`src/rtl/layer_color_blend_macros.svh`:
```
// assertion macros shared by the layer color blend rtl
`ifndef LAYER_COLOR_BLEND_MACROS_SVH
`define LAYER_COLOR_BLEND_MACROS_SVH

`ifndef NO_ASSERTIONS
// property that holds at every clock edge outside reset
`define LCB_ASSERT_ALWAYS(lbl, expr, msg) \
    lbl: assert property (@(posedge clk) disable iff (!rst_n) (expr)) else $error(msg);
// consequent checked in the cycle after the antecedent
`define LCB_ASSERT_NEXT(lbl, ante, cons, msg) \
    lbl: assert property (@(posedge clk) disable iff (!rst_n) (ante) |=> (cons)) \
        else $error(msg);
`else
`define LCB_ASSERT_ALWAYS(lbl, expr, msg)
`define LCB_ASSERT_NEXT(lbl, ante, cons, msg)
`endif

`endif

```
`src/rtl/lcb_pkg.sv`:
```
// shared types, constants and helpers for the layer color blend pipeline
package lcb_pkg;

    localparam int COLOR_W = 15;
    localparam int CHAN_W  = 5;
    localparam int NUM_CHAN = 3;
    localparam int PROD_W  = 9;
    localparam int COEF_SHIFT = 4;
    localparam int CFG_IDX_W = 3;
    localparam int CFG_DATA_W = 6;

    localparam logic [CHAN_W-1:0] CH_MAX   = 5'd31;
    localparam logic [CHAN_W-1:0] COEF_MAX = 5'd16;

    localparam logic [2:0] LAYER_SPRITE = 3'd4;
    localparam logic [2:0] LAYER_LAST   = 3'd5;

    localparam logic [1:0] MODE_NONE     = 2'd0;
    localparam logic [1:0] MODE_ALPHA    = 2'd1;
    localparam logic [1:0] MODE_BRIGHTEN = 2'd2;
    localparam logic [1:0] MODE_DARKEN   = 2'd3;

    localparam logic [CFG_IDX_W-1:0] REG_FIRST_MASK  = 3'd0;
    localparam logic [CFG_IDX_W-1:0] REG_SECOND_MASK = 3'd1;
    localparam logic [CFG_IDX_W-1:0] REG_EFFECT_MODE = 3'd2;
    localparam logic [CFG_IDX_W-1:0] REG_TOP_WEIGHT  = 3'd3;
    localparam logic [CFG_IDX_W-1:0] REG_LOWER_WEIGHT = 3'd4;
    localparam logic [CFG_IDX_W-1:0] REG_BRIGHT_STEP = 3'd5;

    typedef enum logic [1:0] {
        OP_PASS,
        OP_ALPHA,
        OP_BRIGHTEN,
        OP_DARKEN
    } op_t;

    typedef struct packed {
        logic [5:0]        first_target_mask;
        logic [5:0]        second_target_mask;
        logic [1:0]        effect_mode;
        logic [CHAN_W-1:0] top_weight;
        logic [CHAN_W-1:0] lower_weight;
        logic [CHAN_W-1:0] brightness_step;
    } cfg_t;

    // first stage result: chosen operation and clipped coefficients
    typedef struct packed {
        op_t                op;
        logic [COLOR_W-1:0] top_color;
        logic [COLOR_W-1:0] lower_color;
        logic [CHAN_W-1:0]  top_coef;
        logic [CHAN_W-1:0]  lower_coef;
    } sel_t;

    // second stage result: per-channel products
    typedef struct packed {
        op_t                              op;
        logic [COLOR_W-1:0]               top_color;
        logic [NUM_CHAN-1:0][PROD_W-1:0]  top_prod;
        logic [NUM_CHAN-1:0][PROD_W-1:0]  lower_prod;
    } scale_t;

    function automatic logic [CHAN_W-1:0] coef_clip(input logic [CHAN_W-1:0] v);
        return (v > COEF_MAX) ? COEF_MAX : v;
    endfunction

    // layer codes above the backdrop have no mask bit
    function automatic logic mask_hit(input logic [5:0] mask, input logic [2:0] layer);
        return (layer <= LAYER_LAST) && mask[layer];
    endfunction

endpackage

```
`src/rtl/lcb_select.sv`:
```
// first pipeline stage: picks the effect for each pixel from the masks
module lcb_select (
    input  logic                        clk,
    input  logic                        rst_n,
    input  logic                        load,
    input  logic                        item_valid,
    input  lcb_pkg::cfg_t               cfg,
    input  logic [lcb_pkg::COLOR_W-1:0] top_color,
    input  logic [2:0]                  top_layer,
    input  logic                        top_clear,
    input  logic                        top_effects_allowed,
    input  logic                        top_semi_transparent,
    input  logic [lcb_pkg::COLOR_W-1:0] lower_color,
    input  logic [2:0]                  lower_layer,
    input  logic                        lower_clear,
    output logic                        sel_valid,
    output lcb_pkg::sel_t               sel
);

    logic          valid_reg;
    logic          valid_next;
    lcb_pkg::sel_t sel_reg;
    lcb_pkg::sel_t sel_next;
    lcb_pkg::op_t  op;
    logic          lower_ok;
    logic          forced;

    always_comb
    begin
        lower_ok = !lower_clear && lcb_pkg::mask_hit(cfg.second_target_mask, lower_layer);
        forced   = (top_layer == lcb_pkg::LAYER_SPRITE) && top_semi_transparent && lower_ok;
        if (!top_effects_allowed || top_clear)
        begin
            op = lcb_pkg::OP_PASS;
        end
        else if (forced)
        begin
            op = lcb_pkg::OP_ALPHA;
        end
        else if (!lcb_pkg::mask_hit(cfg.first_target_mask, top_layer))
        begin
            op = lcb_pkg::OP_PASS;
        end
        else
        begin
            unique case (cfg.effect_mode)
                lcb_pkg::MODE_NONE:     op = lcb_pkg::OP_PASS;
                lcb_pkg::MODE_ALPHA:    op = lower_ok ? lcb_pkg::OP_ALPHA : lcb_pkg::OP_PASS;
                lcb_pkg::MODE_BRIGHTEN: op = lcb_pkg::OP_BRIGHTEN;
                lcb_pkg::MODE_DARKEN:   op = lcb_pkg::OP_DARKEN;
            endcase
        end
    end

    always_comb
    begin
        valid_next = load ? item_valid : valid_reg;
        sel_next   = sel_reg;
        if (load && item_valid)
        begin
            sel_next.op          = op;
            sel_next.top_color   = top_color;
            sel_next.lower_color = lower_color;
            // brighten and darken share the top multiplier with the step coefficient
            sel_next.top_coef    = (op == lcb_pkg::OP_ALPHA)
                                   ? lcb_pkg::coef_clip(cfg.top_weight)
                                   : lcb_pkg::coef_clip(cfg.brightness_step);
            sel_next.lower_coef  = lcb_pkg::coef_clip(cfg.lower_weight);
        end
    end

    always_ff @(posedge clk or negedge rst_n)
    begin
        if (!rst_n)
        begin
            valid_reg <= 1'b0;
        end
        else
        begin
            valid_reg <= valid_next;
        end
    end

    always_ff @(posedge clk)
    begin
        sel_reg <= sel_next;
    end

    assign sel_valid = valid_reg;
    assign sel       = sel_reg;

endmodule

```
`src/rtl/lcb_scale.sv`:
```
// second pipeline stage: per-channel coefficient multiplies
module lcb_scale (
    input  logic            clk,
    input  logic            rst_n,
    input  logic            load,
    input  logic            sel_valid,
    input  lcb_pkg::sel_t   sel,
    output logic            scale_valid,
    output lcb_pkg::scale_t scale
);

    localparam int W = lcb_pkg::CHAN_W;

    logic            valid_reg;
    logic            valid_next;
    lcb_pkg::scale_t scale_reg;
    lcb_pkg::scale_t scale_next;
    logic [lcb_pkg::NUM_CHAN-1:0][lcb_pkg::PROD_W-1:0] top_prod;
    logic [lcb_pkg::NUM_CHAN-1:0][lcb_pkg::PROD_W-1:0] lower_prod;

    always_comb
    begin
        logic [W-1:0]   x;
        logic [W-1:0]   y;
        logic [W-1:0]   mul_in;
        logic [2*W-1:0] p_top;
        logic [2*W-1:0] p_low;
        for (int k = 0; k < lcb_pkg::NUM_CHAN; k++)
        begin
            x      = sel.top_color[k*W +: W];
            y      = sel.lower_color[k*W +: W];
            // brighten scales the distance to white
            mul_in = (sel.op == lcb_pkg::OP_BRIGHTEN) ? (lcb_pkg::CH_MAX - x) : x;
            p_top  = {{W{1'b0}}, mul_in} * {{W{1'b0}}, sel.top_coef};
            p_low  = {{W{1'b0}}, y} * {{W{1'b0}}, sel.lower_coef};
            top_prod[k]   = p_top[lcb_pkg::PROD_W-1:0];
            lower_prod[k] = p_low[lcb_pkg::PROD_W-1:0];
        end
    end

    always_comb
    begin
        valid_next = load ? sel_valid : valid_reg;
        scale_next = scale_reg;
        if (load && sel_valid)
        begin
            scale_next.op         = sel.op;
            scale_next.top_color  = sel.top_color;
            scale_next.top_prod   = top_prod;
            scale_next.lower_prod = lower_prod;
        end
    end

    always_ff @(posedge clk or negedge rst_n)
    begin
        if (!rst_n)
        begin
            valid_reg <= 1'b0;
        end
        else
        begin
            valid_reg <= valid_next;
        end
    end

    always_ff @(posedge clk)
    begin
        scale_reg <= scale_next;
    end

    assign scale_valid = valid_reg;
    assign scale       = scale_reg;

endmodule

```
`src/rtl/lcb_merge.sv`:
```
// third pipeline stage: shift, add or subtract, saturate, output register
`include "layer_color_blend_macros.svh"

module lcb_merge (
    input  logic                        clk,
    input  logic                        rst_n,
    input  logic                        load,
    input  logic                        scale_valid,
    input  lcb_pkg::scale_t             scale,
    output logic                        pix_valid,
    output logic [lcb_pkg::COLOR_W-1:0] pixel_color
);

    localparam int W = lcb_pkg::CHAN_W;

    logic                        valid_reg;
    logic                        valid_next;
    logic [lcb_pkg::COLOR_W-1:0] pixel_reg;
    logic [lcb_pkg::COLOR_W-1:0] pixel_next;
    logic [lcb_pkg::COLOR_W-1:0] blended;

    always_comb
    begin
        logic [W-1:0] x;
        logic [W-1:0] q_top;
        logic [W-1:0] q_low;
        logic [W:0]   sum;
        logic [W-1:0] n;
        for (int k = 0; k < lcb_pkg::NUM_CHAN; k++)
        begin
            x     = scale.top_color[k*W +: W];
            q_top = scale.top_prod[k][lcb_pkg::PROD_W-1:lcb_pkg::COEF_SHIFT];
            q_low = scale.lower_prod[k][lcb_pkg::PROD_W-1:lcb_pkg::COEF_SHIFT];
            sum   = {1'b0, x} + {1'b0, q_top};
            n     = x;
            case (scale.op)
                lcb_pkg::OP_ALPHA:
                begin
                    sum = {1'b0, q_top} + {1'b0, q_low};
                    n   = (sum > {1'b0, lcb_pkg::CH_MAX}) ? lcb_pkg::CH_MAX : sum[W-1:0];
                end
                // never passes white since the product is at most the distance
                lcb_pkg::OP_BRIGHTEN: n = sum[W-1:0];
                lcb_pkg::OP_DARKEN:   n = x - q_top;
                default:              n = x;
            endcase
            blended[k*W +: W] = n;
        end
    end

    always_comb
    begin
        valid_next = load ? scale_valid : valid_reg;
        pixel_next = (load && scale_valid) ? blended : pixel_reg;
    end

    always_ff @(posedge clk or negedge rst_n)
    begin
        if (!rst_n)
        begin
            valid_reg <= 1'b0;
        end
        else
        begin
            valid_reg <= valid_next;
        end
    end

    always_ff @(posedge clk)
    begin
        pixel_reg <= pixel_next;
    end

    assign pix_valid   = valid_reg;
    assign pixel_color = pixel_reg;

    `LCB_ASSERT_NEXT(a_darken_red_le, load && scale_valid && scale.op == lcb_pkg::OP_DARKEN, pixel_reg[4:0] <= $past(scale.top_color[4:0]), "darken raised red")
    `LCB_ASSERT_NEXT(a_brighten_blue_ge, load && scale_valid && scale.op == lcb_pkg::OP_BRIGHTEN, pixel_reg[14:10] >= $past(scale.top_color[14:10]), "brighten lowered blue")
    `LCB_ASSERT_NEXT(a_pass_keeps, load && scale_valid && scale.op == lcb_pkg::OP_PASS, pixel_reg == $past(scale.top_color), "pass changed color")

endmodule

```
`src/rtl/layer_color_blend.sv`:
```
// top level of the layer color blend pipeline with its configuration registers
// an accepted input passes the select, multiply and merge registers to the output
// throughput: one pixel per cycle unless stalled, via select, multiply, merge stages
// a stall holds only the stages that are full, so empty stages still fill up
// reset clears all configuration registers to zero and empties the pipeline
// the configuration port is always ready and takes one write per cycle
`include "layer_color_blend_macros.svh"

module layer_color_blend (
    input  logic                           clk,
    input  logic                           rst_n,
    input  logic                           in_valid,
    output logic                           in_stall,
    input  logic [lcb_pkg::COLOR_W-1:0]    top_color,
    input  logic [2:0]                     top_layer,
    input  logic                           top_clear,
    input  logic                           top_effects_allowed,
    input  logic                           top_semi_transparent,
    input  logic [lcb_pkg::COLOR_W-1:0]    lower_color,
    input  logic [2:0]                     lower_layer,
    input  logic                           lower_clear,
    output logic                           out_valid,
    input  logic                           out_stall,
    output logic [lcb_pkg::COLOR_W-1:0]    pixel_color,
    input  logic                           cfg_valid,
    output logic                           cfg_ready,
    input  logic [lcb_pkg::CFG_IDX_W-1:0]  cfg_index,
    input  logic [lcb_pkg::CFG_DATA_W-1:0] cfg_data
);

    lcb_pkg::cfg_t   cfg_reg;
    lcb_pkg::cfg_t   cfg_next;
    logic            load1;
    logic            load2;
    logic            load3;
    logic            s1_valid;
    lcb_pkg::sel_t   s1_data;
    logic            s2_valid;
    lcb_pkg::scale_t s2_data;

    assign cfg_ready = 1'b1;

    always_comb
    begin
        cfg_next = cfg_reg;
        if (cfg_valid && cfg_ready)
        begin
            unique case (cfg_index)
                lcb_pkg::REG_FIRST_MASK:   cfg_next.first_target_mask  = cfg_data;
                lcb_pkg::REG_SECOND_MASK:  cfg_next.second_target_mask = cfg_data;
                lcb_pkg::REG_EFFECT_MODE:  cfg_next.effect_mode        = cfg_data[1:0];
                lcb_pkg::REG_TOP_WEIGHT:   cfg_next.top_weight         = cfg_data[4:0];
                lcb_pkg::REG_LOWER_WEIGHT: cfg_next.lower_weight       = cfg_data[4:0];
                lcb_pkg::REG_BRIGHT_STEP:  cfg_next.brightness_step    = cfg_data[4:0];
                default:                   cfg_next = cfg_reg;
            endcase
        end
    end

    always_ff @(posedge clk or negedge rst_n)
    begin
        if (!rst_n)
        begin
            cfg_reg <= '0;
        end
        else
        begin
            cfg_reg <= cfg_next;
        end
    end

    // a stage loads when it is empty or the stage after it moves on
    assign load3    = !out_valid || !out_stall;
    assign load2    = !s2_valid || load3;
    assign load1    = !s1_valid || load2;
    assign in_stall = !load1;

    lcb_select u_select (
        .clk                  (clk),
        .rst_n                (rst_n),
        .load                 (load1),
        .item_valid           (in_valid),
        .cfg                  (cfg_reg),
        .top_color            (top_color),
        .top_layer            (top_layer),
        .top_clear            (top_clear),
        .top_effects_allowed  (top_effects_allowed),
        .top_semi_transparent (top_semi_transparent),
        .lower_color          (lower_color),
        .lower_layer          (lower_layer),
        .lower_clear          (lower_clear),
        .sel_valid            (s1_valid),
        .sel                  (s1_data)
    );

    lcb_scale u_scale (
        .clk         (clk),
        .rst_n       (rst_n),
        .load        (load2),
        .sel_valid   (s1_valid),
        .sel         (s1_data),
        .scale_valid (s2_valid),
        .scale       (s2_data)
    );

    lcb_merge u_merge (
        .clk         (clk),
        .rst_n       (rst_n),
        .load        (load3),
        .scale_valid (s2_valid),
        .scale       (s2_data),
        .pix_valid   (out_valid),
        .pixel_color (pixel_color)
    );

    `LCB_ASSERT_ALWAYS(a_stall_only_full, !in_stall || (s1_valid && s2_valid && out_valid && out_stall), "input stalled with room in the pipeline")
    `LCB_ASSERT_NEXT(a_stalled_item_kept, s2_valid && !load2, s2_valid, "held item lost in multiply stage")

endmodule
```
`config.mk`:
```
export PLATFORM = sky130hd
export DESIGN_NAME = layer_color_blend
export DESIGN_NICKNAME = d
export VERILOG_FILES = /design/src/rtl/lcb_pkg.sv /design/src/rtl/lcb_select.sv /design/src/rtl/lcb_scale.sv /design/src/rtl/lcb_merge.sv /design/src/rtl/layer_color_blend.sv
export VERILOG_INCLUDE_DIRS = /design/src /design/src/rtl
export SDC_FILE = /design/constraint.sdc
export NUM_CORES = 1
export LEC_CHECK = 0
export ABC_AREA = 1
export ABC_CLOCK_PERIOD_IN_PS = 4290
export BUFFER_PORTS_ARGS = -buffer_cell sky130_fd_sc_hd__buf_4
export CORE_ASPECT_RATIO = 1.25
export CORE_MARGIN = 2
export CORE_UTILIZATION = 50
export DETAILED_ROUTE_END_ITERATION = 8
export GPL_TIMING_DRIVEN = 0
export PLACE_DENSITY = 0.71
export REMOVE_ABC_BUFFERS = 1
export SLEW_MARGIN = 40
export SYNTH_ARGS = -nofsm -noshare
export SYNTH_HDL_FRONTEND = slang
export SYNTH_SLANG_ARGS = --single-unit
```
`constraint.sdc`:
```
create_clock -name clk -period 4.29 [get_ports clk]
set_input_delay 0 -clock clk [delete_from_list [all_inputs] [get_ports clk]]
set_output_delay 0 -clock clk [all_outputs]
set_load 0.03 [all_outputs]
```
### Word-level counts from Yosys, hierarchy flattened

Index checks and enable logic that the tools add are counted.

| cells by class | value |
|---|---|
| $add $sub $neg | 12 |
| $mul | 6 |
| div/mod/pow operators | 0 |
| magnitude comparators | 10 |
| eq/ne operators | 14 |
| shifts and indexed selects | 0 |
| mux-type cells | 21 |
| bitwise logic cells | 0 |
| reduce and logical (&&, ||, !) cells | 27 |

Operators with widths:

| operator | count |
|---|---|
| $mul A5 B5 Y9 | 6 |
| $mux W5 | 9 |
| $pmux W5 S3 | 3 |
| $add A5 B5 Y6 | 3 |
| $gt A6 B5 Y1 const B | 3 |
| $add A5 B5 Y5 | 3 |
| $gt A5 B5 Y1 const B | 3 |
| $sub A5 B5 Y5 | 3 |
| $sub A5 B5 Y5 const A | 3 |
| $reduce_and A2 Y1 | 6 |
| $eq A2 B2 Y1 const B | 5 |
| $eq A3 B3 Y1 const B | 3 |
| $logic_and A1 B1 Y1 | 8 |
| $lt A3 B4 Y1 const B | 2 |
| $pmux W2 S4 | 1 |
| $logic_not A1 Y1 | 7 |
| $bmux W1 S3 | 2 |
| $eq A2 B1 Y1 const B | 3 |
| $eq A3 B2 Y1 const B | 2 |
| $le A3 B3 Y1 const B | 2 |
| $mux W2 | 3 |
| $logic_or A1 B1 Y1 | 4 |
| $eq A3 B1 Y1 const B | 1 |
| $logic_not A3 Y1 | 1 |
| 2 further kinds | 4 |

| word-level totals | value |
|---|---|
| bits in registers | 160 |
| latch bits | 0 |
| memory bits (writable) | 0 |
| ROM bits | 0 |
| bits of input ports | 54 |
| memories | 0 |

### Longest topological paths before layout

| depth | value |
|---|---|
| depth after elaboration | 11 |
| mapped depth | 20 |
| depth with buffers taken out | 19 |

### By module

Synthesis repeated with hierarchy kept, for this count alone.

| unflattened totals | value |
|---|---|
| cells, all modules | 1391 |
| area total of the unflattened synthesis | 12224.2 µm² |

By module, submodules not included:

| module | times used | cells each | area each (µm²) | seq. area each (µm²) |
|---|---|---|---|---|
| lcb_scale | 1 | 778 | 7021.7 | 2157.1 |
| lcb_merge | 1 | 322 | 2215.9 | 475.5 |
| lcb_select | 1 | 145 | 1756.7 | 1286.2 |
| layer_color_blend | 1 | 146 | 1229.9 | 725.7 |

### Least setup slack after synthesis

Ideal clock, no wire load.

| path | value |
|---|---|
| path type | register to register |
| start point | register u_select.sel_reg, in the netlist u_select.sel[40] |
| end point | register u_scale.scale_reg, in the netlist u_scale.scale[34] (data pin) |
| arrival | 3.631 ns |
| required time | 4.038 ns |
| path slack | 0.407 ns |
| stages on the path, launching flop included | 17 |
| path through | edfxtp_1 > inv_1 > nand2_2 > buf_12 > xor2_1 > or2_2 > fa_1 > fa_1 > fa_1 > inv_1 > ha_1 > a21oi_1 > nor3_1 > a211oi_1 > nand2_1 > nand2_1 > nand2_1 |

RTL lines:

| element | line | source |
|---|---|---|
| start, declared | lcb_select.sv:22 | `lcb_pkg::sel_t sel_reg;` |
| start signal, assigned | lcb_select.sv:86 | `sel_reg <= sel_next;` |
| end signal, assigned | lcb_scale.sv:68 | `scale_reg <= scale_next;` |
| end, declared | lcb_scale.sv:16 | `lcb_pkg::scale_t scale_reg;` |

==> results.sh <==
export IMPL_outcome="complete, no violations"
export IMPL_p_leak_nw=6.57
export IMPL_fin_util_pct=60.7
export IMPL_grt_antenna_before_repair=0
export IMPL_cp_max_fo=13
export IMPL_vias_per_cell=5.04
export IMPL_worst_r2r_endpoint="u_scale.scale[43]$_DFFE_PP_"
export IMPL_crit_arrival_ps=4250
export IMPL_seqPwrFrac_pct=32.2
export IMPL_fin_cells=1617
export IMPL_crit_path_end_kind="register"
export IMPL_n_antenna_cell=0
export IMPL_finalCriticalPeriod_ps=4080
export IMPL_pwr_share_comb_pct=45.9
export IMPL_path_class="register to register"
export IMPL_wl_per_cell_um=13.6
export IMPL_synth_seq_area_share_pct=36.7
export IMPL_largest_reg_flops=47
export IMPL_dpl_instance_area_mm2=0.0115
export IMPL_r2r_setup_slack_ps=210
export IMPL_path_clk_slew_ps=60
export IMPL_grt_util_all_layers_pct=20.5
export IMPL_drive_gt1_share_pct=11.1
export IMPL_slew_headroom_pct=59.1
export IMPL_ys_warn_count=0
export IMPL_syn_area_mm2=0.0107
export IMPL_cts_root_buf="clkbuf_16"
export IMPL_maxSlewViolCount=0
export IMPL_first_pass_iters=5
export IMPL_hold_class="input pin to asynchronous set/reset pin"
export IMPL_die_h_um=167
export IMPL_grt_setup_unrepaired="false"
export IMPL_tns_ps=0
export IMPL_worstSetupStartpointType="register"
export IMPL_tritoncts="yes"
export IMPL_ff2ff_path_depth=14
export IMPL_r2r_start="u_select.sel[41]$_DFFE_PP_"
export IMPL_fin_crit_sh_pct=95.1
export IMPL_max_clock_path_buffers=2
export IMPL_cts_num_sinks=136
export IMPL_synth_async_reset_ratio_pct=23.5
export IMPL_nets=1552
export IMPL_drc=0
export IMPL_p_total_mw=6.37
export IMPL_intPower_mw=3.88
export IMPL_dp_slack_ps=-202
export IMPL_fin_area_mm2=0.0127
export IMPL_drtIter0Drc=354
export IMPL_synth_most_common_cell="nand2_1"
export IMPL_cts_buffers=17
export IMPL_peakVddDrop_uv=340
export IMPL_cp_startpoint="u_select.sel[41]$_DFFE_PP_"
export IMPL_synth_edf_count=104
export IMPL_ys_ff_latch=136
export IMPL_core_area_mm2=0.0209
export IMPL_critPathRequiredTime_ps=4460
export IMPL_ant_nets=0
export IMPL_dieArea_mm2=0.0226
export IMPL_holdWs_ps=55.0
export IMPL_grt_pass1_wl_mm=36.8
export IMPL_synth_top_flop_cell="edfxtp_1"
export IMPL_ios=72
export IMPL_place_inst=1535
export IMPL_gp_congestion=0.882
export IMPL_rows=59
export IMPL_setup_viol=0
export IMPL_fill_cells=1714
export IMPL_avgSynthCellArea_um2=8.86
export IMPL_h_tree_depth=4
export IMPL_synth_top_area_cell="edfxtp_1"
export IMPL_tightest_slew_ps=612
export IMPL_synth_area_top_cells="edfxtp_1, ha_1, nand2_1"
export IMPL_power_switching_mw=2.49
export IMPL_synth_top_cell_area_share_pct=29.2
export IMPL_syn_to_final_growth_pct=18.6
export IMPL_grt_overflow_total=0
export IMPL_vias=8150
export IMPL_p_per_area_mw_per_mm2=503
export IMPL_start_util_pct=51.1
export IMPL_wl_mm=22.0
export IMPL_clock_skew_ps=6.48
export IMPL_switching_share_pct=39.0
export IMPL_ys_types=43
export IMPL_io_buffers=70
export IMPL_grt_pass1_vias=8057
export IMPL_die_x_um=135
export IMPL_pwr_share_clk_pct=21.9
export IMPL_worstSkewPairLatency_ps=420
export IMPL_synth_cells=1206
export IMPL_netlist_top_cells_count="nand2_1, inv_1, ha_1"
export IMPL_maxCapViolCount=0
export IMPL_timing_final_ws_setup_ps=210
export IMPL_grt_max_degree=33
export IMPL_final_hold_viol_count=0
export IMPL_max_clock_freq_mhz=245
export IMPL_dpl_hpwl_mm=16.6
## logic make-up (layout without fill, tap and decap cells)
kind of cell	after synthesis	in the layout	synth area share (%)
other	1	1	0.0351
buffers and inverters	255	392	9.22
AO/OA/AOI/OAI	125	125	7.05
AND/OR/NAND/NOR	450	450	17.5
XOR/XNOR	71	71	6.42
flip-flops	136	136	36.7
adder cells (fa/ha/maj)	168	168	23.0
## per-layer routing
layer  share of wire (%)  GRT usage [%]  vias to the layer above  wire [µm]
met5                   0              0                        -          0
met4                 1.9           6.22                        0        414
met3                 3.1           3.24                       32        672
met2                  51           36.9                      150      11300
met1                  44           25.1                     3853       9570
li1                    -              -                     4115          -
## critical path: stages, from the launching register on
cell	delay [ps]
edfxtp_1	500
nand2_8	220
xor2_1	390
or2_2	200
fa_1	430
fa_1	530
fa_1	540
inv_1	40
ha_1	350
a21oi_1	170
nor3_1	70
a211oi_2	180
nand2_1	80
nand2_1	60
nand2_1	60
## layout make-up
class / count / area, µm² / share of cell area (%)
Timing Repair Buffer: 123 / 1070 / 8.45
Clock buffer: 25 / 528 / 4.17
Tap cell: 274 / 343 / 2.71
Clock inverter: 7 / 36.3 / 0.286
Multi-Input combinational cell: 815 / 5880 / 46.4
Sequential cell: 136 / 3920 / 31.0
Inverter: 237 / 893 / 7.05
## power by group through the flow
stage / logic [mW] / clock network [mW] / registers (mW)
2_1_floorplan: 2.12 / 0 / 2.09
3_3_place_gp: 2.74 / 0 / 2.07
3_5_place_dp: 2.82 / 0 / 2.07
4_1_cts: 2.89 / 1.42 / 2.05
5_1_grt: 3.39 / 1.48 / 2.08
6_report: 2.93 / 1.40 / 2.05
## cell usage in the layout, fill, tap and decap left out, types with 6 or more instances in the layout
master,count
nand2_1,286
inv_1,232
ha_1,119
edfxtp_1,104
buf_4,76
nor2_1,67
o21ai_0,49
fa_1,48
xor2_1,47
nand3_1,46
dlygate4sd3_1,43
dfrtp_1,32
a21oi_1,30
clkbuf_16,19
xnor2_1,17
nor3_1,14
nand4_1,13
or2_2,8
o211ai_1,7
o221ai_1,6
## how the worst max path moves through the flow
stage / slack (ps) / to
finish: 210 / u_scale.scale[43]$_DFFE_PP_
global route: 20 / u_scale.scale[43]$_DFFE_PP_
CTS: 40 / u_scale.scale[43]$_DFFE_PP_
detailed placement: -200 / u_scale.scale[34]$_DFFE_PP_
global placement: -100 / u_scale.scale[43]$_DFFE_PP_
floorplan: 220 / u_scale.scale[34]$_DFFE_PP_
## what timing repair did
action,CTS,global route
buffers inserted,0,7
hold endpoints to repair,91,0
gates resized for setup,2,13
hold buffers,43,0
endpoints found under the setup margin,4,6
No activity file was read; power rests on OpenSTA's default activity.
